<file path="src/hdl/pf_pkg.sv">
// ----------------------------------------------------------------------------
// pf_pkg: packet framer shared types and constants
// Word formats, register map, header layout and the CRC-16/XMODEM step.
// ----------------------------------------------------------------------------
package pf_pkg;

    // register map
    localparam int CFG_IDX_W = 2;
    localparam logic [CFG_IDX_W-1:0] CFG_IDX_START = 2'd0;
    localparam logic [CFG_IDX_W-1:0] CFG_IDX_VMAJ  = 2'd1;
    localparam logic [CFG_IDX_W-1:0] CFG_IDX_VMIN  = 2'd2;

    localparam logic [7:0] CFG_START_RST = 8'h99;
    localparam logic [7:0] CFG_VMAJ_RST  = 8'h01;
    localparam logic [7:0] CFG_VMIN_RST  = 8'h00;

    // queue between front and back
    localparam int QUEUE_DEPTH_DEF = 4;

    // header byte positions
    localparam int HDR_IDX_W = 4;
    localparam logic [HDR_IDX_W-1:0] HP_START0 = 4'd0;
    localparam logic [HDR_IDX_W-1:0] HP_START1 = 4'd1;
    localparam logic [HDR_IDX_W-1:0] HP_ID_HI  = 4'd2;
    localparam logic [HDR_IDX_W-1:0] HP_ID_LO  = 4'd3;
    localparam logic [HDR_IDX_W-1:0] HP_CMD    = 4'd4;
    localparam logic [HDR_IDX_W-1:0] HP_VMAJ   = 4'd5;
    localparam logic [HDR_IDX_W-1:0] HP_VMIN   = 4'd6;
    localparam logic [HDR_IDX_W-1:0] HP_LEN_HI = 4'd7;
    localparam logic [HDR_IDX_W-1:0] HP_LEN_LO = 4'd8;

    localparam logic [15:0] CRC_POLY = 16'h1021;

    typedef struct packed {
        logic [7:0]  data_byte;
        logic [7:0]  command;
        logic [10:0] payload_length;
        logic        last_byte;
    } t_in_word;

    typedef struct packed {
        logic [7:0] out_byte;
        logic       run_last;
        logic       frame_end;
    } t_out_word;

    typedef struct packed {
        logic [7:0] start_byte;
        logic [7:0] version_major;
        logic [7:0] version_minor;
    } t_cfg;

    typedef struct packed {
        t_in_word    word;
        logic        first;
        logic [15:0] pkt_id;
    } t_q_entry;

    typedef enum logic [2:0] {
        ST_NEW,
        ST_HDR,
        ST_DATA,
        ST_CRC_HI,
        ST_CRC_LO
    } t_bk_state;

    // one byte into CRC-16/XMODEM, msb first
    function automatic logic [15:0] crc16_feed(input logic [15:0] crc, input logic [7:0] b);
        logic [15:0] c;
        c = crc ^ {b, 8'h00};
        for (int k = 0; k < 8; k++) begin
            c = c[15] ? ({c[14:0], 1'b0} ^ CRC_POLY) : {c[14:0], 1'b0};
        end
        return c;
    endfunction

endpackage

</file>
<file path="src/hdl/pf_front.sv">
// ----------------------------------------------------------------------------
// pf_front: input side of the packet framer
// Accepts words, marks the first word of each frame and assigns its id.
// ----------------------------------------------------------------------------
module pf_front import pf_pkg::*; (
    input  logic     i_clk,
    input  logic     i_rst_n,
    input  logic     i_in_valid,
    output logic     o_in_stall,
    input  t_in_word i_in_word,
    input  logic     i_q_full,
    output logic     o_push,
    output t_q_entry o_entry
);

    logic        r_inside;
    logic [15:0] r_pkt_id;
    logic        n_inside;
    logic [15:0] n_pkt_id;
    logic        accept;

    always_comb begin
        accept   = i_in_valid && !i_q_full;
        n_inside = r_inside;
        n_pkt_id = r_pkt_id;
        o_entry.word   = i_in_word;
        o_entry.first  = !r_inside;
        o_entry.pkt_id = r_inside ? r_pkt_id : r_pkt_id + 16'd1;
        if (accept) begin
            n_inside = !i_in_word.last_byte;
            n_pkt_id = o_entry.pkt_id;
        end
    end

    always_ff @(posedge i_clk) begin
        if (!i_rst_n) begin
            r_inside <= 1'b0;
            r_pkt_id <= '0;
        end else begin
            r_inside <= n_inside;
            r_pkt_id <= n_pkt_id;
        end
    end

    assign o_push     = accept;
    assign o_in_stall = i_q_full;

endmodule

</file>
<file path="src/hdl/pf_queue.sv">
// ----------------------------------------------------------------------------
// pf_queue: small FIFO between front and back
// Holds classified words so the two sides stall independently.
// ----------------------------------------------------------------------------
module pf_queue import pf_pkg::*; #(
    parameter int DEPTH = QUEUE_DEPTH_DEF
) (
    input  logic     i_clk,
    input  logic     i_rst_n,
    input  logic     i_push,
    input  t_q_entry i_entry,
    input  logic     i_pop,
    output logic     o_full,
    output logic     o_head_valid,
    output t_q_entry o_head
);

    localparam int PTR_W = (DEPTH > 1) ? $clog2(DEPTH) : 1;
    localparam int CNT_W = $clog2(DEPTH + 1);

    t_q_entry         r_mem [DEPTH];
    logic [PTR_W-1:0] r_wp, r_rp;
    logic [CNT_W-1:0] r_cnt;
    logic [PTR_W-1:0] n_wp, n_rp;
    logic [CNT_W-1:0] n_cnt;

    always_comb begin
        n_wp  = r_wp;
        n_rp  = r_rp;
        n_cnt = r_cnt;
        if (i_push) begin
            n_wp = (r_wp == PTR_W'(DEPTH - 1)) ? '0 : r_wp + 1'b1;
        end
        if (i_pop) begin
            n_rp = (r_rp == PTR_W'(DEPTH - 1)) ? '0 : r_rp + 1'b1;
        end
        if (i_push && !i_pop) begin
            n_cnt = r_cnt + 1'b1;
        end else if (!i_push && i_pop) begin
            n_cnt = r_cnt - 1'b1;
        end
    end

    always_ff @(posedge i_clk) begin
        if (!i_rst_n) begin
            r_wp  <= '0;
            r_rp  <= '0;
            r_cnt <= '0;
        end else begin
            r_wp  <= n_wp;
            r_rp  <= n_rp;
            r_cnt <= n_cnt;
        end
    end

    always_ff @(posedge i_clk) begin
        if (i_push) begin
            r_mem[r_wp] <= i_entry;
        end
    end

    assign o_full       = (r_cnt == CNT_W'(DEPTH));
    assign o_head_valid = (r_cnt != '0);
    assign o_head       = r_mem[r_rp];

    a_no_overflow: assert property (@(posedge i_clk) disable iff (!i_rst_n)
        i_push |-> !o_full)
        else $error("push into full queue");

endmodule

</file>
<file path="src/hdl/pf_back.sv">
// ----------------------------------------------------------------------------
// pf_back: output sequencer of the packet framer
// Emits header, payload and CRC bytes, registered, one per unstalled cycle.
// ----------------------------------------------------------------------------
module pf_back import pf_pkg::*; (
    input  logic      i_clk,
    input  logic      i_rst_n,
    input  t_cfg      i_cfg,
    input  logic      i_head_valid,
    input  t_q_entry  i_head,
    output logic      o_pop,
    output logic      o_out_valid,
    output t_out_word o_out_word,
    input  logic      i_out_stall
);

    t_bk_state            r_st, n_st, eff_st, nxt_st;
    logic [HDR_IDX_W-1:0] r_idx, n_idx, eff_idx, nxt_idx;
    logic [15:0]          r_crc, n_crc, crc_base;
    logic                 r_ov, n_ov;
    t_out_word            r_out, n_out;
    logic                 adv, fire, feed, done, fend;
    logic [7:0]           hdr_byte, byte_out;

    always_comb begin
        adv  = !r_ov || !i_out_stall;
        fire = i_head_valid && adv;

        eff_st  = r_st;
        eff_idx = r_idx;
        if (r_st == ST_NEW) begin
            eff_st  = i_head.first ? ST_HDR : ST_DATA;
            eff_idx = HP_START0;
        end
        // new frame restarts the CRC
        crc_base = (r_st == ST_NEW && i_head.first) ? '0 : r_crc;

        unique case (eff_idx)
            HP_START0, HP_START1: hdr_byte = i_cfg.start_byte;
            HP_ID_HI:             hdr_byte = i_head.pkt_id[15:8];
            HP_ID_LO:             hdr_byte = i_head.pkt_id[7:0];
            HP_CMD:               hdr_byte = i_head.word.command;
            HP_VMAJ:              hdr_byte = i_cfg.version_major;
            HP_VMIN:              hdr_byte = i_cfg.version_minor;
            HP_LEN_HI:            hdr_byte = {5'd0, i_head.word.payload_length[10:8]};
            HP_LEN_LO:            hdr_byte = i_head.word.payload_length[7:0];
            default:              hdr_byte = '0;
        endcase

        byte_out = '0;
        nxt_st   = r_st;
        nxt_idx  = r_idx;
        feed     = 1'b0;
        done     = 1'b0;
        fend     = 1'b0;
        unique case (eff_st)
            ST_NEW: begin
                nxt_st = ST_NEW;
            end
            ST_HDR: begin
                byte_out = hdr_byte;
                feed     = 1'b1;
                if (eff_idx == HP_LEN_LO) begin
                    nxt_st = ST_DATA;
                end else begin
                    nxt_st  = ST_HDR;
                    nxt_idx = eff_idx + 1'b1;
                end
            end
            ST_DATA: begin
                byte_out = i_head.word.data_byte;
                feed     = 1'b1;
                if (i_head.word.last_byte) begin
                    nxt_st = ST_CRC_HI;
                end else begin
                    nxt_st = ST_NEW;
                    done   = 1'b1;
                end
            end
            ST_CRC_HI: begin
                byte_out = r_crc[15:8];
                nxt_st   = ST_CRC_LO;
            end
            ST_CRC_LO: begin
                byte_out = r_crc[7:0];
                nxt_st   = ST_NEW;
                done     = 1'b1;
                fend     = 1'b1;
            end
            default: begin
                nxt_st = ST_NEW;
            end
        endcase

        n_st  = r_st;
        n_idx = r_idx;
        n_crc = r_crc;
        n_out = r_out;
        n_ov  = r_ov && i_out_stall;
        if (fire) begin
            n_st  = nxt_st;
            n_idx = nxt_idx;
            n_ov  = 1'b1;
            n_out.out_byte  = byte_out;
            n_out.run_last  = done;
            n_out.frame_end = fend;
            if (feed) begin
                n_crc = crc16_feed(crc_base, byte_out);
            end
        end
    end

    always_ff @(posedge i_clk) begin
        if (!i_rst_n) begin
            r_st  <= ST_NEW;
            r_idx <= '0;
            r_crc <= '0;
            r_ov  <= 1'b0;
        end else begin
            r_st  <= n_st;
            r_idx <= n_idx;
            r_crc <= n_crc;
            r_ov  <= n_ov;
        end
    end

    always_ff @(posedge i_clk) begin
        r_out <= n_out;
    end

    assign o_pop       = fire && done;
    assign o_out_valid = r_ov;
    assign o_out_word  = r_out;

    a_crc_order: assert property (@(posedge i_clk) disable iff (!i_rst_n)
        (r_st == ST_CRC_LO && $past(r_st) != ST_CRC_LO) |-> $past(r_st) == ST_CRC_HI)
        else $error("low CRC byte not preceded by high CRC byte");

endmodule

</file>
<file path="src/hdl/packet_framer_crc16_core.sv">
// ----------------------------------------------------------------------------
// packet_framer_crc16_core: byte stream framer with CRC-16/XMODEM trailer
// Front classifier, word queue and output sequencer; three config registers.
// ----------------------------------------------------------------------------
// Each input word carries one payload byte. The first word of a frame yields
// ten output words: start byte twice, packet id (high, low), command, major
// and minor version, payload length (high, low) and the byte itself. Later
// words yield one output word each; a word marked last adds the CRC-16/XMODEM
// of header plus payload, high byte first, with frame_end on the low byte.
// Command and length are sampled from the first word only. The packet id
// counts from 1 after reset and wraps at 16 bits.
// The output sequencer emits one word per cycle unless the queue is empty or
// i_out_stall holds it. A QUEUE_DEPTH-entry queue (default 4) lets input
// keep flowing during the header and CRC bursts until it fills. Output is
// registered; the sequencer holds its place while the current word waits
// on i_out_stall.
// Config registers (0 start_byte, 1 version_major, 2 version_minor) are
// written through the cfg port, always ready; write only while idle.
module packet_framer_crc16_core import pf_pkg::*; #(
    parameter int QUEUE_DEPTH = QUEUE_DEPTH_DEF
) (
    input  logic                 i_clk,
    input  logic                 i_rst_n,
    // input words
    input  logic                 i_in_valid,
    output logic                 o_in_stall,
    input  t_in_word             i_in_word,
    // output words
    output logic                 o_out_valid,
    input  logic                 i_out_stall,
    output t_out_word            o_out_word,
    // config writes
    input  logic                 i_cfg_valid,
    output logic                 o_cfg_ready,
    input  logic [CFG_IDX_W-1:0] i_cfg_index,
    input  logic [7:0]           i_cfg_data
);

    t_cfg     r_cfg;
    logic     q_push, q_pop, q_full, q_head_valid;
    t_q_entry q_entry, q_head;

    // config registers; unknown index is dropped
    always_ff @(posedge i_clk) begin
        if (!i_rst_n) begin
            r_cfg.start_byte    <= CFG_START_RST;
            r_cfg.version_major <= CFG_VMAJ_RST;
            r_cfg.version_minor <= CFG_VMIN_RST;
        end else if (i_cfg_valid) begin
            unique case (i_cfg_index)
                CFG_IDX_START: r_cfg.start_byte    <= i_cfg_data;
                CFG_IDX_VMAJ:  r_cfg.version_major <= i_cfg_data;
                CFG_IDX_VMIN:  r_cfg.version_minor <= i_cfg_data;
                default: ;
            endcase
        end
    end

    assign o_cfg_ready = 1'b1;

    // front: frame tracking and packet id
    pf_front u_front (
        .i_clk      (i_clk),
        .i_rst_n    (i_rst_n),
        .i_in_valid (i_in_valid),
        .o_in_stall (o_in_stall),
        .i_in_word  (i_in_word),
        .i_q_full   (q_full),
        .o_push     (q_push),
        .o_entry    (q_entry)
    );

    // decoupling queue
    pf_queue #(
        .DEPTH (QUEUE_DEPTH)
    ) u_queue (
        .i_clk        (i_clk),
        .i_rst_n      (i_rst_n),
        .i_push       (q_push),
        .i_entry      (q_entry),
        .i_pop        (q_pop),
        .o_full       (q_full),
        .o_head_valid (q_head_valid),
        .o_head       (q_head)
    );

    // back: header / payload / CRC sequencer
    pf_back u_back (
        .i_clk        (i_clk),
        .i_rst_n      (i_rst_n),
        .i_cfg        (r_cfg),
        .i_head_valid (q_head_valid),
        .i_head       (q_head),
        .o_pop        (q_pop),
        .o_out_valid  (o_out_valid),
        .o_out_word   (o_out_word),
        .i_out_stall  (i_out_stall)
    );

    a_fend_closes_word: assert property (@(posedge i_clk) disable iff (!i_rst_n)
        (o_out_valid && o_out_word.frame_end) |-> o_out_word.run_last)
        else $error("frame_end without run_last");

    a_pop_shows_output: assert property (@(posedge i_clk) disable iff (!i_rst_n)
        q_pop |=> (o_out_valid && o_out_word.run_last))
        else $error("queue pop without closing output word");

    a_stall_only_full: assert property (@(posedge i_clk) disable iff (!i_rst_n)
        !q_head_valid |-> !o_in_stall)
        else $error("input stalled with empty queue");

endmodule
</file>
<file path="config.mk">
export PLATFORM = sky130hd
export DESIGN_NAME = packet_framer_crc16_core
export DESIGN_NICKNAME = d
export VERILOG_FILES = /design/src/hdl/pf_pkg.sv /design/src/hdl/pf_front.sv /design/src/hdl/pf_queue.sv /design/src/hdl/pf_back.sv /design/src/hdl/packet_framer_crc16_core.sv
export SDC_FILE = /design/constraint.sdc
export NUM_CORES = 1
export LEC_CHECK = 0
export BUFFER_PORTS_ARGS = -buffer_cell sky130_fd_sc_hd__buf_4
export CORE_MARGIN = 2
export CORE_UTILIZATION = 40
export DETAILED_ROUTE_END_ITERATION = 16
export HOLD_SLACK_MARGIN = 0.08
export PLACE_DENSITY = 0.68
export SLEW_MARGIN = 15
export SYNTH_ARGS = -nofsm -noshare
export SYNTH_HDL_FRONTEND = slang
export SYNTH_SLANG_ARGS = --single-unit
</file>
<file path="constraint.sdc">
create_clock -name i_clk -period 6.9 [get_ports i_clk]
set_input_delay 0 -clock i_clk [delete_from_list [all_inputs] [get_ports i_clk]]
set_output_delay 0 -clock i_clk [all_outputs]
set_load 0.02 [all_outputs]
</file>
# Word-level counts from Yosys, hierarchy flattened
# Memory sizes are Yosys's and may differ from the RTL's. A register that Yosys moved wholly into a read port is not among the register bits.
# Index checks and enable logic that the tools add are counted.
# totals
ff_bits,82
latch_bits,0
mem_bits_rw,180
romBits,0
input_bits,43
word_cells,107
memories,1
# classes
n_addsub,6
mul,0
div,0
magnitude_cmp,0
n_eq_ne,17
shifts,0
n_mux,31
bitwise_logic,10
n_reduce_logical,27
# memory_table
name,depth,word_bits,read_ports,rd_clocked_by_memory_dff,wr,line,source
u_queue.r_mem,4,45,1,1,1,pf_queue.sv:21,t_q_entry r_mem [DEPTH];
# op_table
cell,n
13-bit 2-to-1 mux,8
8-bit case mux with 8 select lines,1
16-bit 2-to-1 mux,2
8-bit case mux with 4 select lines,1
3-bit inverter,8
"16-bit by 1-bit adder with 16-bit output, second input constant",1
"4-bit by 3-bit equality test with 1-bit output, second input constant",4
16-bit bitwise XOR,1
2-bit 2-to-1 mux,7
3-bit 2-to-1 mux,3
3-bit case mux with 3 select lines,1
"4-bit by 2-bit equality test with 1-bit output, second input constant",2
2-bit AND reduction,4
1-bit logical AND,7
1-bit zero test,7
"2-bit equality test, second input constant",3
"3-bit by 2-bit equality test with 1-bit output, second input constant",2
"3-bit equality test, second input constant",2
1-bit 2-to-1 mux,6
"2-bit by 1-bit adder with 2-bit output, second input constant",2
"4-bit by 1-bit adder with 4-bit output, second input constant",1
"4-bit by 1-bit equality test with 1-bit output, second input constant",1
"4-bit equality test, second input constant",1
4-bit zero test,1
other kinds (14),15

# Longest topological paths before layout
# logic_depth
ltp_word,23
mapped_depth,15

# Modules after synthesis
# A second synthesis with hierarchy kept.
# hier_totals
cells_unflattened,806
area_unflattened_um2,11697.5
# modules_own_cells
module,instances,cells_each,area_per_inst_um2,seq_area_each_um2
pf_queue,1,279,7013.0,5585.4
pf_back,1,272,2389.8,780.7
pf_front,1,160,1337.5,340.3
packet_framer_crc16_core,1,95,957.2,480.5

# Worst setup path before layout
# No wires, ideal clock.
# synth_timing
path_kind,register -> register
startpoint,register u_back.r_st[0]
endpoint,register u_back.r_crc[13]
setup_time_ns,0.123
arrival_ns,3.271
required_ns,6.777
path_slack_ns,3.506
stages_incl_launch_ff,14
synth_period_minus_slack_ns,3.394
cell_sequence,dfxtp_1 > buf_6 > or3_1 > and2_1 > ha_1 > clkbuf_1 > or4_1 > mux2i_1 > nor4_2 > a211oi_4 > xor2_2 > xor3_2 > xnor2_1 > o21ai_1
# synth_via
elab_chain_cells,12
# synth_rtl
element,line,source
from (decl),pf_back.sv:17,"t_bk_state r_st, n_st, eff_st, nxt_st;"
from (signal assigned),pf_back.sv:120,r_st <= n_st;
3-bit zero test,"pf_back.sv:31, pf_back.sv:36",
4-bit 2-to-1 mux or 1-bit logical AND (tied branches),"pf_back.sv:31, pf_back.sv:36",
4-bit by 1-bit equality test with 1-bit output (tied with other cells),pf_back.sv:38,unique case (eff_idx)
2-bit OR reduction or 16-bit bitwise XOR (tied branches),"pf_back.sv:38, pf_pkg.sv:70",
8-bit case mux with 8 select lines or 13-bit 2-to-1 mux (tied branches),"pf_back.sv:38, pf_pkg.sv:72",
8-bit case mux with 4 select lines or 13-bit 2-to-1 mux (tied branches),"pf_back.sv:56, pf_pkg.sv:72",
16-bit bitwise XOR or 13-bit 2-to-1 mux (tied branches),"pf_pkg.sv:70, pf_pkg.sv:72",
13-bit 2-to-1 mux (2 in series),pf_pkg.sv:72,"c = c[15] ? ({c[14:0], 1'b0} ^ CRC_POLY) : {c[14:0], 1'b0};"
3-bit inverter (no source line) or 13-bit 2-to-1 mux (tied branches),-,
13-bit 2-to-1 mux or 3-bit inverter (tied branches),-,
13-bit 2-to-1 mux,pf_pkg.sv:72,
to (signal assigned),pf_back.sv:122,r_crc <= n_crc;
to (decl),pf_back.sv:19,"logic [15:0] r_crc, n_crc, crc_base;"
# Several ways; a longest one is shown, not always the timed one.
# A chain may end at the register's enable or synchronous reset.

# Worst setup path after layout
# layout_timing
startpoint,register u_back.r_st[0]
endpoint,register u_back.r_crc[13]
# layout_via
elab_chain_cells,12
# layout_rtl
element,line,source
3-bit zero test,pf_back.sv:31,if (r_st == ST_NEW) begin
4-bit 2-to-1 mux,pf_back.sv:31,
4-bit by 1-bit equality test with 1-bit output or 4-bit zero test (tied branches),pf_back.sv:38,
2-bit OR reduction,pf_back.sv:38,
8-bit case mux with 8 select lines,pf_back.sv:38,
8-bit case mux with 4 select lines *,pf_back.sv:56,unique case (eff_st)
net u_back.byte_out[1],pf_back.sv:23,"logic [7:0] hdr_byte, byte_out;"
16-bit bitwise XOR *,pf_pkg.sv:70,"c = crc ^ {b, 8'h00};"
13-bit 2-to-1 mux * (2 in series),pf_pkg.sv:72,
3-bit inverter (no source line),-,
13-bit 2-to-1 mux * (2 in series),pf_pkg.sv:72,
# The timed path passes the listed nets; every way through them passes the cells marked *.

==> results.md <==
- Port Buffers: 54
- Relative slew margins: 34.5%
- Number of hold-slack violations in the final timing report: 0
- Detailed Place HPWL: 14,800 um
- Clock sink total: 264
- Share of Yosys cell area claimed by the top area cell type: 51.1%
- Wire length of the first global-routing pass: 35,200 um
- Boundary pin count: 56
- Most used routing layer: met2
- Kind of capture point of the worst setup path: flip-flop
- 1st-pass router iterations: 5
- Critical path peak fanout: 12
- Die Footprint: 29,200 sq um
- Critical path arrival: 4.56 ns
- Vertical extent of the die: 171 um
- Element type at the critical path start: flip-flop
- Leakage power total: 4.65 nW
- Pin count of the biggest net entering global routing: 57
- Cell occurring most often along the worst timing path: nor2b_1
- Horizontal die dimension: 171 um
- Share of synthesized flip-flops with an asynchronous set or reset: 0%
- WL per Instance: 18.2 um
- Tightest Pin Transition: 0.982 ns
- Post-synthesis area per instance: 14.6 sq um
- Count of cell types in the netlist: 69
- Post-synth top area cell: edfxtp_1
- Clock Tree Root: clkbuf_16
- Reported max-cap violation count: 0
- Worst-case clock buffer depth: 3
- Clock Skews: 0.00558 ns
- Minimum hold slack: 0.0887 ns
- Clock slew seen by the registers of the worst setup and hold paths: 0.06 ns
- Worst Setup Path Type: reg2reg
- Vias per inst: 5.14
- Cell-by-cell trace of the critical path: or3_1, and2_1, inv_1, ha_1, nor2b_1, nor2b_1, a211oi_1, o21ai_0, xor3_2, xnor2_1, o21ai_1
- Met1 Track Usage GR: 20.2%
- Starting density of the core: 40.4%
- Number of endpoints failing setup at the final stage: 0
- EDFF count, synth: 190
- Area Overhead vs Synth: 18.5%
- Final setup TNS: 0 ns
- Post-detailed-routing wire length: 22,800 um
- Data required, critical path: 7.30 ns
- CTS H-tree depth: 1
- Final min period: 4.15 ns
- Fraction of layout cells with a size suffix above 1: 19.8%
- Maximum ir drop on the vdd rail: 0.190 mV
- Antenna cell count: 0
- Standard cell with the maximum stage delay on the critical path: nor2b_1
- Tot Pwr: 4.80 mW
- Via count: 6,454
- Final net count: 912
- TritonCTS clock tree: done
- Part of the cycle the worst path needs: 60.2%
- Clock latency of the later-clocked register in the worst-skew pair: 0.53 ns
- Run status: completed
- Most common cell in the synthesized netlist: edfxtp_1
- # DRC: 0
- Most numerous cell types in the synthesized netlist: edfxtp_1, dfxtp_1, nand2_1
- Netlist Area Pre-Place: 11,200 sq um
- Area contributors post-synth: edfxtp_1, dfxtp_1, mux4_2
- Number of buffers inserted during clock tree synthesis: 26
- Slowest cell delay on critical path: 0.67 ns
- Global-route congestion overflow total: 0
- Cell row count: 61
- Post-synthesis cell count: 763
- Core Footprint: 27,600 sq um
- Met3 Resource Use GR: 2.96%
- Total track usage: 15.8%
- Number of warnings printed during yosys synthesis: 0
- Yosys reg bits: 264
- Post-Syn Nets: 818
- Setup repair after global routing missed its margin: false
- Post-route ant nets: 0
- Worst hold path type: in2reg
- Maximum operating frequency: 241 MHz
- Iteration-0 DRC count of the detailed router: 492
- Global-route met2 utilization: 26.6%
- Seq/Total Area, Yosys: 64.4%
- Number of antenna violations at the first check in global routing: 0
- Power density over the cells: 363 nW/um^2
- Post-CTS Repair Setup Buffers: 0
- Routability congestion estimate from global placement: 0.835
- Most common flop cell mapped by yosys: edfxtp_1
- Vias in the first global route: 6,386
- Slew Viols, Final: 0
[layout make-up]
class                      instances  area, sq um
timing repair buffer             106          906
multi-input combinational        444         3710
sequential                       264         7190
fill                            2403        14400
clock inverter                    17          144
tap                              378          473
clock buffer                      31          732
inverter                          15         56.3
[logic make-up (layout without fill, tap and decap cells)]
family	Yosys count	after routing	share of synthesized area, %
adders and majority gates	12	12	1.41
xor gates and xnor gates	52	52	5.04
and+or+nand+nor	196	196	8.21
other	1	1	0.0336
buffers and inverters	55	169	2.37
DFF	264	264	64.4
muxes	82	82	11.8
AOI/OAI and AO/OA	101	101	6.75
[cells in the final DEF, fill, tap and decap left out, types with 8 or more instances in the layout]
cell type and count:
buf_4 62, nor2_1 58, ha_1 11, xnor2_1 17
nand2_1 71, a211oi_1 8, inv_1 13, xor2_1 27
a222oi_1 8, mux4_2 36, mux2i_1 37, or3_1 8
o21ai_0 13, dlygate4sd3_1 44, nand3_1 10, clkbuf_16 28
dfxtp_1 72, a21oi_1 18, o21ai_1 9, a22oi_1 10
edfxtp_1 190
[path summary, 6_finish.rpt]
kind	startpoint	endpoint	slack, ns	depth (start not counted)
max	u_back.r_st[0]	u_back.r_crc[13]	2.75	11
min	i_in_valid	u_queue.r_wp[1]	0.09	4
max reg2reg	u_back.r_st[0]	u_back.r_crc[13]	2.75	11
min reg2reg	u_back.r_crc[14]	u_back.r_crc[14]	0.46	2
[power breakdown]
part           total, mW  internal, mW  switching (mW)
clock               1.41         0.831           0.582
sequential          2.05          1.93           0.116
combinational       1.33         0.600           0.734
total               4.80          3.36            1.43
[worst max-delay path, delay by kind of cell, from the launching register on]
family          cells  cell delay [ns]
simple gates        4             1.69
xor+xnor            2             0.73
compound gates      3             0.65
fa+ha+maj           1             0.44
flops               1             0.43
buf+inv             1             0.09
[state kept, by name (all words and copies together), names as in the netlist, named ones only]
name,cells
u_queue.r_mem,180
r_cfg,24
u_back.r_crc,16
u_front.r_pkt_id,16
u_back.o_out_word,10
u_back.r_idx,4
u_back.r_st,3
u_queue.r_cnt,3
u_queue.r_rp,2
u_queue.r_wp,2
u_back.o_out_valid,1
u_front.r_inside,1
[per-layer routing]
layer / up-vias / share of wire (%) / wire length [um]
met1: 3195 / 43 / 9850
met4: 0 / 3.3 / 743
li1: 3062 / - / -
met5: - / 0 / 0
met3: 49 / 4.8 / 1090
met2: 148 / 49 / 11200
[metrics by stage]
stage               instances  area, sq um  worst slack [ns]  util, %
floorplan                 763        11200              3.51        -
global placement         1163        11900              2.95     43.1
detailed placement       1163        11900              2.85     43.1
CTS                      1255        13200              2.82     47.8
global route             1255        13200              2.49     47.8
finish                   1255        13200              2.75     47.8
[what timing repair did]
item / in CTS / in global routing
resized for setup: 0 / 0
hold buffers: 44 / 0
hold endpoints to repair: 148 / 0
Note: power is estimated with default switching activity, not from simulation.
